[config.mk]
export PLATFORM = sky130hd
export DESIGN_NAME = ipu_queue
export DESIGN_NICKNAME = d
export VERILOG_FILES = /design/src/design/ipu_pkg.sv /design/src/design/ipu_queue.sv
export SDC_FILE = /design/constraint.sdc
export NUM_CORES = 1
export LEC_CHECK = 0
export ABC_CLOCK_PERIOD_IN_PS = 5300
export CORE_ASPECT_RATIO = 0.8
export CORE_MARGIN = 10
export CORE_UTILIZATION = 35
export CTS_BUF_LIST = sky130_fd_sc_hd__clkbuf_4 sky130_fd_sc_hd__clkbuf_8
export DETAILED_ROUTE_END_ITERATION = 6
export DONT_BUFFER_PORTS = 1
export GPL_TIMING_DRIVEN = 0
export PLACE_DENSITY = 0.49
export SYNTH_ARGS = -nofsm -noshare
export SYNTH_HDL_FRONTEND = slang
export SYNTH_SLANG_ARGS = --single-unit
[constraint.sdc]
create_clock -name clk -period 5.3 [get_ports clk]
set_input_delay 0.53 -clock clk [delete_from_list [all_inputs] [get_ports clk]]
set_output_delay 0.53 -clock clk [all_outputs]
set_load 0.005 [all_outputs]
[src/design/ipu_pkg.sv]
// shared types and constants for the integer pixel replication upscaler
// no dependencies
`timescale 1ns / 1ps

package ipu_pkg;

  // input opcodes
  localparam logic OP_PIXEL  = 1'b0;
  localparam logic OP_REPLAY = 1'b1;

  // register indexes on the configuration port
  localparam logic REG_LINE_WIDTH = 1'b0;
  localparam logic REG_SCALE      = 1'b1;

  // run length field, wide enough for the largest supported scale
  localparam int CNT_W = 7;

  // command queue between front and back
  localparam int Q_DEPTH = 4;
  localparam int Q_PTR_W = 2;
  localparam int Q_LVL_W = 3;

  // one classified word handed from front to back
  typedef struct packed {
    logic [23:0]      pix;
    logic             eol;
    logic             rejected;
    logic [CNT_W-1:0] copies;
  } cmd_t;

endpackage

[src/design/ipu_queue.sv]
// small command queue between front and back
// depends on ipu_pkg
`timescale 1ns / 1ps

module ipu_queue (
  input  logic                        clk,
  input  logic                        rst_n,
  input  logic                        push,
  input  ipu_pkg::cmd_t               push_cmd,
  input  logic                        pop,
  output ipu_pkg::cmd_t               head,
  output logic                        head_valid,
  output logic [ipu_pkg::Q_LVL_W-1:0] level
);

  import ipu_pkg::*;

  cmd_t               slots_r [Q_DEPTH];
  logic [Q_PTR_W-1:0] wr_ptr_r;
  logic [Q_PTR_W-1:0] rd_ptr_r;
  logic [Q_LVL_W-1:0] level_r, level_nxt;

  // occupancy
  always_comb begin
    level_nxt = level_r;
    if (push && !pop) begin
      level_nxt = level_r + 1'b1;
    end else if (pop && !push) begin
      level_nxt = level_r - 1'b1;
    end
  end

  always_ff @(posedge clk) begin
    if (!rst_n) begin
      wr_ptr_r <= '0;
      rd_ptr_r <= '0;
      level_r  <= '0;
    end else begin
      level_r <= level_nxt;
      if (push) begin
        wr_ptr_r <= wr_ptr_r + 1'b1;
      end
      if (pop) begin
        rd_ptr_r <= rd_ptr_r + 1'b1;
      end
    end
  end

  // storage
  always_ff @(posedge clk) begin
    if (push) begin
      slots_r[wr_ptr_r] <= push_cmd;
    end
  end

  assign head       = slots_r[rd_ptr_r];
  assign head_valid = (level_r != '0);
  assign level      = level_r;

endmodule

==> qor.csv <==
stage,metric,value,unit
status,outcome,finished clean,
clock_network,clk root buf,clkbuf_8,
floorplanning,die span in x,156.9,um
power,Leak,1.898,nW
clock_network,Sinks on Clock Net,141,
clock_network,H-tree levels,4,
worst_setup_path,"Req. time, crit path",4.77,ns
detailed_routing,DRT iter0 DRCs,100,
floorplanning,Die Ht,129.5,um
logic_synthesis,syn nets,258,
power,P per Cell Area,391.8,nW/um^2
cells_and_area,Non-Filler Instances,435,
detailed_routing,# DRC,0,
sta,min Tclk post-route,2.321,ns
floorplanning,I/O Pins,74,
floorplanning,Site Rows,39,
worst_setup_path,"Max FO, Critical Path",10,
detailed_routing,Final ANT Viol Nets,0,
logic_synthesis,Synth Area per Inst,24.41,um^2
logic_synthesis,Synth area leaders,"edfxtp_1 76%, mux4_2 13%, dfxtp_1 3.4%",
logic_synthesis,Mapped Area,5248,um^2
run,Max-cap violations,0,
sta,unrepaired setup endpoints after global routing,false,
logic_synthesis,"flops & latches, synth",141,
placement,dpl hpwl,6.353,mm
global_routing,vias in the first global route,2303,
detailed_routing,via count,2129,
clock_network,Post-CTS Resized,0,
floorplanning,DIE AREA,20320,um^2
worst_setup_path,critical path data arrival time,1.79,ns
worst_setup_path,CP endpoint kind,output pin,
power,Max VDD drop,0.0001988,V
global_routing,largest net degree at the start of global routing,22,
sta,max-slew violations,0,
sta,Least-Margin Pin Slew,0.5517,ns
global_routing,Total GRT Usage,10.00,%
sta,Final Hold Fails,0,
placement,Inst Count DP,403,
clock_network,CTS tree,done,
clock_network,CTS Hold Bufs,0,
cells_and_area,Final nets,281,
global_routing,total grt overflow,0,
clock_network,Worst-Skew Late Latency,0.44,ns
hold_path,HP Class,primary input to register,
sta,Final Cycle Share,43.79,%
sta,Final Hold Slack,0.1720,ns
detailed_routing,Post-Route WL,9.779,mm
sta,Fin Setup TNS,0,ns
logic_synthesis,Netlist cell types,20,
cells_and_area,ratio of cells with drive above 1 in the final layout,29.48,%
logic_synthesis,share of the synthesized area in the top cell type,75.54,%
worst_setup_path,startpoint types,register,
floorplanning,Initial Util,36.21,%
placement,GPL Wtd Cong,0.6308,
logic_synthesis,"Seq/Total Area, Yosys",78.97,%
global_routing,first-pass GRT wire length,14.52,mm
cells_and_area,Area Growth Syn to Fin,13.88,%
placement,Port-buffer cells,0,
sta,slew margin rel.,63.22,%
sta,FMAX,430.9,MHz
detailed_routing,Vias/cell,4.894,
floorplanning,total core area,14490,um^2
sta,final setup fails,0,
global_routing,initial antenna violation count,0,
clock_network,post-CTS setup buffer count,0,
logic_synthesis,Synth Instances,215,
worst_setup_path,WS Path Type,register to output pin,
detailed_routing,DRT Pass-1 Iters,5,
clock_network,Max clock buf depth,2,
detailed_routing,DR WL/cell,22.48,um
clock_network,Num CTS Buffers,17,
cells_and_area,Antenna diodes,0,
logic_synthesis,post-synth top area cell,edfxtp_1,
logic_synthesis,Synthesis Warnings,0,
sta,Final Skew,0.01077,ns
clock_network,Worst-path clk slew,0.08,ns
critical path: stages (launching register included):
cell      delay, ns
dfxtp_1        0.30
clkbuf_1       0.26
buf_2          0.37
mux4_2         0.41
final timing paths:
path / start / end / slack (ns) / cells after the start
max: register / head[7] / 2.98 / 3
min: push_cmd[13] / slots_r[3][13] / 0.17 / 0
min reg2reg: level[2] / level[2] / 0.55 / 2
max reg2reg: wr_ptr_r[1] / slots_r[1][9] / 3.70 / 4
flip-flops by register name (all words and copies together) (netlist names), named ones only:
signal / cells
slots_r: 132
wr_ptr_r: 2
level: 3
rd_ptr_r: 2
stage by stage:
step | setup slack, ns | total power (W) | utilization (%) | cell area, um^2
2_1_floorplan | 3.493 | 0.001454 | - | 5248
3_3_place_gp | 2.807 | 0.001507 | 37.80 | 5478
3_5_place_dp | 3.396 | 0.001519 | 38.49 | 5578
4_1_cts | 2.891 | 0.002381 | 41.23 | 5976
5_1_grt | 2.848 | 0.002445 | 41.23 | 5976
6_report | 2.979 | 0.002341 | 41.23 | 5976
final cells by class:
type	count	area (um^2)
Clock buffer	19	249.0
Fill cell	1265	8517
Inverter	4	15.01
Clock inverter	13	148.9
Sequential cell	141	4144
Timing Repair Buffer	4	95.09
Multi-Input combinational cell	62	1003
Buffer	8	90.09
Tap cell	184	230.2
cell families (layout without fill, tap and decap cells):
family                   after synthesis  after routing  synth area share [%]
AO/OA/AOI/OAI                          2              2                0.2384
XOR/XNOR                               5              5                0.8347
adder cells (fa/ha/maj)                6              6                 1.574
buffers and inverters                 12             48                 2.003
flip-flops                           141            141                 78.97
multiplexers                          35             35                 14.76
AND/OR/NAND/NOR                       14             14                 1.621
power by group:
group / switching (W) / internal (W)
clock: 0.000389 / 0.000469
combinational: 0.0000978 / 0.0000922
sequential: 0.0000171 / 0.00128
total: 0.000504 / 0.00184
routing by layer:
layer  vias to the layer above  share of wire (%)  GRT usage (%)
li1                        936                  -              -
met1                      1108                 42          11.54
met2                        69                 46          14.52
met3                        16                 10          5.886
met4                         0                1.7          5.152
met5                         -                  0              0
cell usage in the layout, fill, tap and decap left out, drive strengths merged:
cell,Yosys,final
a21boi,1,1
ha,5,5
nor2b,2,2
clkinvlp,0,2
edfxtp,132,132
clkinv,0,8
buf,7,11
clkbuf,1,20
mux2i,2,2
o21ai,1,1
or3,2,2
inv,4,4
bufinv,0,3
mux4,33,33
and2,9,9
xor2,3,3
xnor2,2,2
fa,1,1
nand2,1,1
dfxtp,9,9
synthesized netlist by cell type:
cell / count
and2_1: 9
fa_1: 1
nand2_1: 1
inv_1: 4
clkbuf_1: 1
buf_2: 3
mux2i_1: 2
a21boi_0: 1
or3_1: 2
xnor2_1: 2
ha_1: 5
nor2b_1: 2
o21ai_0: 1
mux4_1: 3
mux4_2: 30
xor2_1: 3
dfxtp_1: 9
buf_6: 1
edfxtp_1: 132
buf_12: 3
No activity file was read; power rests on OpenSTA's default activity.
