## config.mk

```make
export PLATFORM = sky130hd
export DESIGN_NAME = ipu_back
export DESIGN_NICKNAME = d
export VERILOG_FILES = /design/src/design/ipu_pkg.sv /design/src/design/ipu_back.sv
export SDC_FILE = /design/constraint.sdc
export NUM_CORES = 1
export LEC_CHECK = 0
export BUFFER_PORTS_ARGS = -buffer_cell sky130_fd_sc_hd__clkbuf_2
export CAP_MARGIN = 0
export CORE_MARGIN = 3
export CORE_UTILIZATION = 41
export CTS_CLUSTER_SIZE = 24
export DETAILED_ROUTE_END_ITERATION = 10
export PLACE_DENSITY = 0.72
export SYNTH_ARGS = -nofsm -noshare
export SYNTH_HDL_FRONTEND = slang
export SYNTH_SLANG_ARGS = --single-unit
```

## constraint.sdc

```tcl
create_clock -name clk -period 2.37 [get_ports clk]
set_clock_uncertainty 0.2 [all_clocks]
set_input_delay 0.474 -clock clk [delete_from_list [all_inputs] [get_ports clk]]
set_output_delay 0.474 -clock clk [all_outputs]
set_load 0.01 [all_outputs]
```

## src/design/ipu_pkg.sv

```systemverilog
// shared types and constants for the integer pixel replication upscaler
// no dependencies
`timescale 1ns / 1ps

package ipu_pkg;

  // input opcodes
  localparam logic OP_PIXEL  = 1'b0;
  localparam logic OP_REPLAY = 1'b1;

  // register indexes on the configuration port
  localparam logic REG_LINE_WIDTH = 1'b0;
  localparam logic REG_SCALE      = 1'b1;

  // run length field, wide enough for the largest supported scale
  localparam int CNT_W = 7;

  // command queue between front and back
  localparam int Q_DEPTH = 4;
  localparam int Q_PTR_W = 2;
  localparam int Q_LVL_W = 3;

  // one classified word handed from front to back
  typedef struct packed {
    logic [23:0]      pix;
    logic             eol;
    logic             rejected;
    logic [CNT_W-1:0] copies;
  } cmd_t;

endpackage

```

## src/design/ipu_back.sv

```systemverilog
// back: expands each queued word into its run of output pixels
// depends on ipu_pkg
`timescale 1ns / 1ps

module ipu_back (
  input  logic          clk,
  input  logic          rst_n,
  input  ipu_pkg::cmd_t head,
  input  logic          head_valid,
  output logic          pop,
  output logic          out_valid,
  input  logic          out_stall,
  output logic [7:0]    out_red_out,
  output logic [7:0]    out_green_out,
  output logic [7:0]    out_blue_out,
  output logic          out_line_end,
  output logic          out_rejected,
  output logic          out_last_of_run
);

  import ipu_pkg::*;

  logic [CNT_W-1:0] copy_r, copy_nxt;
  logic             out_valid_r;
  logic [23:0]      pix_r;
  logic             line_end_r;
  logic             rejected_r;
  logic             last_r;
  logic             load;
  logic             last;

  // output register frees up when empty or taken
  assign load = !out_valid_r || !out_stall;
  assign last = (copy_r + 1'b1) == head.copies;
  assign pop  = load && head_valid && last;

  always_comb begin
    copy_nxt = copy_r;
    if (load && head_valid) begin
      copy_nxt = last ? '0 : copy_r + 1'b1;
    end
  end

  always_ff @(posedge clk) begin
    if (!rst_n) begin
      copy_r      <= '0;
      out_valid_r <= 1'b0;
    end else begin
      copy_r <= copy_nxt;
      if (load) begin
        out_valid_r <= head_valid;
      end
    end
  end

  // result payload
  always_ff @(posedge clk) begin
    if (load && head_valid) begin
      pix_r      <= head.pix;
      line_end_r <= last && head.eol;
      rejected_r <= head.rejected;
      last_r     <= last;
    end
  end

  assign out_valid       = out_valid_r;
  assign out_red_out     = pix_r[23:16];
  assign out_green_out   = pix_r[15:8];
  assign out_blue_out    = pix_r[7:0];
  assign out_line_end    = line_end_r;
  assign out_rejected    = rejected_r;
  assign out_last_of_run = last_r;

endmodule

```

==> results_dict.tcl, run 1 <==
set metrics [dict create \
    total_power_mw 1.25 \
    outcome "finished with violations" \
    cts-htree-levels 2 \
    syn_nets 133 \
    vias 1035 \
    grt_pass1_wl_um 4660 \
    place_inst 206 \
    final_util_pct 60.9 \
    clkLatencyLatePin_ns 0.32 \
    ys_warn_count 0 \
    place_congestion 0.805 \
    ir_worst_vdd_mv 0.378 \
    slew_headroom_pct 82.1 \
    overflow 0 \
    nets 207 \
    drtIter0Drc 58 \
    worstMarginPinSlew_ns 0.266 \
    violations "setup timing" \
    cp_max_fo 6 \
    final_cell_mix "clkbuf_2 (65), edfxtp_1 (27), nand3_1 (8)" \
    clock-sinks 35 \
    end_kind "output port" \
    setup_violations 1 \
    worstSetupPathType "flip-flop to output port" \
    arrival_ns 1.93 \
    cts_tree "done" \
    area.sequential_um2 976 \
    io_pins 66 \
    avgViaCountPerCell 4.84 \
    hold_buffers 0 \
    core_area_um2 3130 \
    placed_cell_area_um2 1820 \
    period_share_pct 110 \
    cts_made_buffers 5 \
    finalMaxSlewViolations 0 \
    ys_types 31 \
    ys_seq_elements 35 \
    synth_seq_area_share_pct 70.1 \
    wl_per_cell_um 13.6 \
    avgSynthCellArea_um2 14.6 \
    die_height_um 64.1 \
    cp-startpoint "copy_r[1]" \
    n_antenna_cell 0 \
    clk_pin_slew_ns 0.11 \
    antenna_found_initial 0 \
    nFillCells 267 \
    fp-row-count 20 \
    drc 0 \
    synth_top_area_cell "edfxtp_1" \
    routed_wl_um 2920 \
    dieArea_um2 4110 \
    initial_utilization_pct 44.3 \
    grt_max_degree 27 \
    post-place-ws_ns 0.0477 \
    setup_slack_ns -0.231 \
    grt_usage_pct 14.9 \
    drive_gt1_share_pct 51.8 \
    clock.fmax_mhz 385 \
    area_growth_pct 37.5 \
    dr.pass1.iters 3 \
    synth_cells 95 \
    portBuffers 65 \
    final_area_um2 1900 \
    cts_root_buffer "clkbuf_4" \
    maxCapViolCount 0 \
    startpoint_type "flip-flop" \
    grt_setup_unrepaired "true" \
    holdCritStartpoint "head[24]" \
    dp_hpwl_um 2250 \
    power_density_nw_per_um2 658 \
    holdWs_ns 0.117 \
    synthesis.area_um2 1390 \
    hold_class "input port to flip-flop" \
    min_period_ns 2.60 \
    synthTopCellsByArea "edfxtp_1 (59%), dfxtp_1 (12%), xnor2_1 (4.4%)" \
    final_common_cell "clkbuf_2" \
    power_leakage_nw 0.800 \
    ant_nets 0 \
    chipWidth_um 64.1 \
    stdcell_count 214 \
    regToRegStartpoint "copy_r[1]" \
    hold_violations 0 \
    cp_data_required_time_ns 1.70 \
    multiInputGateArea_um2 430 \
    synth_top_area_share_pct 58.5 \
    final.setup.tns_ns -0.231 \
    cts_buffer_depth 2 \
    grt_pass1_vias 1016 \
]
what timing repair did:
item                                    in CTS  in global routing
buffers inserted                             0                  0
gates resized for setup                      4                  1
gates cloned                                 0                  0
pin swaps                                    1                  0
endpoints found under the setup margin       1                  1
kinds of logic (layout without fill, tap and decap cells):
kind of cell,Yosys count,after routing,synth area share (%)
AOI/OAI and AO/OA,19,19,8.94
xor gates and xnor gates,10,10,6.32
adders and majority gates,1,1,0.903
buffers and inverters,4,79,1.26
DFF,35,35,70.1
muxes,1,1,0.723
and+or+nand+nor,25,25,11.7
area by class of cell:
| class | count | share of cell area, % |
|---|---|---|
| Timing Repair Buffer | 70 | 19.1 |
| Sequential cell | 35 | 51.2 |
| Multi-Input combinational cell | 56 | 22.6 |
| Clock buffer | 5 | 1.97 |
| Tap cell | 44 | 2.89 |
| Clock inverter | 3 | 2.04 |
| Inverter | 1 | 0.197 |
final timing paths:
check | end | slack, ns | cells past startpoint
max reg2reg | out_line_end | 0.39 | 7
max | pop | -0.23 | 7
min reg2reg | out_valid | 0.39 | 2
min | pix_r[15] | 0.12 | 1
per-layer routing:
layer / part of all wire (%) / track usage (%)
met5: 0 / 0
met4: 0.27 / 4.75
met3: 7.7 / 4.92
met2: 53 / 27.2
met1: 39 / 16.0
worst max-delay path, stage by stage (launching register included):
cell,delay (ns)
dfxtp_2,0.35
ha_4,0.18
xor2_1,0.16
o2111ai_1,0.16
o21ai_1,0.13
nor4_4,0.33
and2_4,0.18
clkbuf_2,0.12
registers in the layout, summed over array words and instances, names as in the netlist:
register,flops
pix_r,24
out_rejected,1
out_last_of_run,1
copy_r,7
out_line_end,1
out_valid,1
cell usage after synthesis:
library cell / instances
nand2_1: 3
and3_4: 1
ha_1: 1
o21ai_1: 1
or2_2: 1
a211oi_1: 5
nand3b_1: 2
nor2_1: 3
and4_1: 1
nand4_1: 1
o2111ai_1: 1
buf_2: 2
o21a_1: 1
a21oi_1: 1
clkbuf_1: 1
and2b_1: 1
a21o_1: 1
nand3_1: 8
nand4bb_1: 1
o21ai_0: 5
mux2i_1: 1
a21boi_0: 1
edfxtp_1: 27
xnor2_1: 7
inv_1: 1
o22ai_1: 2
xor2_1: 3
o211ai_1: 1
nor4_4: 1
and2_1: 2
dfxtp_1: 8
where the power goes:
part / switching, mW / total [mW] / internal (mW)
registers: 0.0116 / 0.708 / 0.697
logic: 0.0731 / 0.139 / 0.0661
clock network: 0.189 / 0.406 / 0.217
total: 0.274 / 1.25 / 0.980
Note: power is estimated with default switching activity, not from simulation.
==> inputs of run 2 (changes only) <==
--- a/config.mk
+++ b/config.mk
@@ -7,7 +7,8 @@
 export LEC_CHECK = 0
 export BUFFER_PORTS_ARGS = -buffer_cell sky130_fd_sc_hd__clkbuf_2
 export CAP_MARGIN = 0
-export CORE_MARGIN = 3
+export CORE_ASPECT_RATIO = 0.6
+export CORE_MARGIN = 2
 export CORE_UTILIZATION = 41
 export CTS_CLUSTER_SIZE = 24
 export DETAILED_ROUTE_END_ITERATION = 10
==> run 2 against run 1 <==
The flow still finishes with violations (setup timing). Non-clock buffer count rose by 6. Critical path depth is 1 higher. Sequential cell count unchanged. Sequential share of layout area is 2.4 points lower. Routed wire length rose by 7.2%. Total power up 0.68%. Die area shrank 5.8%. First-iteration DRC count up 24%. Utilization rose by 0.81 points. Setup slack gained 0.15 ns. Cell area increased by 5.1%. Critical path type unchanged. Critical endpoint unchanged. Highest routed layer unchanged.
==> results_dict.tcl, run 2 (synthesis gave the netlist of run 1 again) <==
set metrics [dict create \
    place_congestion 0.862 \
    end_kind "output port" \
    dieArea_um2 3870 \
    overflow 0 \
    grt_setup_unrepaired "true" \
    cts-htree-levels 2 \
    clk_pin_slew_ns 0.07 \
    grt_pass1_vias 1064 \
    final_cell_mix "clkbuf_2 (64), edfxtp_1 (27), buf_4 (10)" \
    finalMaxSlewViolations 0 \
    final_common_cell "clkbuf_2" \
    outcome "finished with violations" \
    routed_wl_um 3130 \
    die_height_um 49.0 \
    grt_usage_pct 16.5 \
    setup_violations 1 \
    nets 213 \
    dr.pass1.iters 4 \
    wl_per_cell_um 14.1 \
    violations "setup timing" \
    hold_buffers 0 \
    dp_hpwl_um 2370 \
    cp_max_fo 3 \
    cts_root_buffer "clkbuf_8" \
    clock.fmax_mhz 408 \
    fp-row-count 16 \
    period_share_pct 103 \
    vias 1090 \
    cts_buffer_depth 2 \
    drive_gt1_share_pct 56.3 \
    cts_made_buffers 5 \
    chipWidth_um 79.0 \
    cp_data_required_time_ns 1.70 \
    total_power_mw 1.26 \
    cts_tree "done" \
    hold_class "input port to flip-flop" \
    worstMarginPinSlew_ns 0.342 \
    power_density_nw_per_um2 631 \
    core_area_um2 3240 \
    hold_violations 0 \
    ant_nets 0 \
    maxCapViolCount 0 \
    final_util_pct 61.7 \
    area_growth_pct 44.4 \
    clkLatencyLatePin_ns 0.28 \
    slew_headroom_pct 77.0 \
    n_antenna_cell 0 \
    portBuffers 65 \
    setup_slack_ns -0.0788 \
    min_period_ns 2.45 \
    grt_pass1_wl_um 4750 \
    largest_reg_flops 24 \
    worstSetupPathType "flip-flop to output port" \
    startpoint_type "flip-flop" \
    initial_utilization_pct 42.7 \
    avgViaCountPerCell 4.93 \
    reg_top3 "pix_r (24), copy_r (7)" \
    ir_worst_vdd_mv 0.359 \
    regMostFlops "pix_r" \
    io_pins 66 \
    drc 0 \
    arrival_ns 1.77 \
    clock-sinks 35 \
    antenna_found_initial 0 \
    grt_max_degree 16 \
    power_leakage_nw 0.837 \
    drtIter0Drc 72 \
]
run 2: final timing paths:
kind | cells past startpoint | end | startpoint | slack [ns]
min | 1 | pix_r[21] | head[30] | 0.16
max reg2reg | 8 | out_line_end | copy_r[1] | 0.47
min reg2reg | 2 | out_valid | out_valid | 0.39
max | 8 | pop | copy_r[1] | -0.08
run 2: metal layers:
layer	GRT usage, %	up-vias	wire, µm
met5	0	-	0
met4	5.75	0	33
met3	6.11	6	310
met2	29.4	61	1520
met1	18.2	500	1270
li1	-	523	-
run 2: critical path, cell delays in order, from the launching register on:
cell	delay, ns
dfxtp_2	0.34
ha_4	0.17
buf_6	0.11
nand3b_1	0.17
o2111ai_2	0.09
o21ai_2	0.10
nor4_4	0.23
and2_4	0.18
buf_6	0.09
run 2: cell type report:
cell class	instances	area [µm²]
clock inverter	2	12.5
multi-input combinational	56	460
sequential	35	977
fill	274	1240
inverter	1	3.75
timing repair buffer	76	418
tap	45	56.3
clock buffer	6	72.6
run 2: power by group:
group          switching, mW  leakage [nW]  total (mW)  internal, mW
registers             0.0112         0.330       0.709         0.697
clock network          0.200        0.0412       0.405         0.205
logic                 0.0773         0.466       0.148        0.0707
run 2: stage by stage:
stage	hold WS [ns]	TNS, ns	instance area, µm²	worst slack [ns]	instances
after CTS	0.155	-0.118	1970	-0.118	220
after global placement	0.340	0	1840	0.0743	210
after global routing	0.151	-0.170	2000	-0.170	221
final	0.165	-0.0788	2000	-0.0788	221
after floorplan	0.321	0	1400	0.00713	95
after detailed placement	0.376	0	1840	0.00797	210
run 2: timing repair:
action                     in CTS  in global routing
setup endpoints to repair       1                  1
resized for setup               7                  8
pin swaps                       7                  4
buffers inserted                2                  1
gates cloned                    0                  0
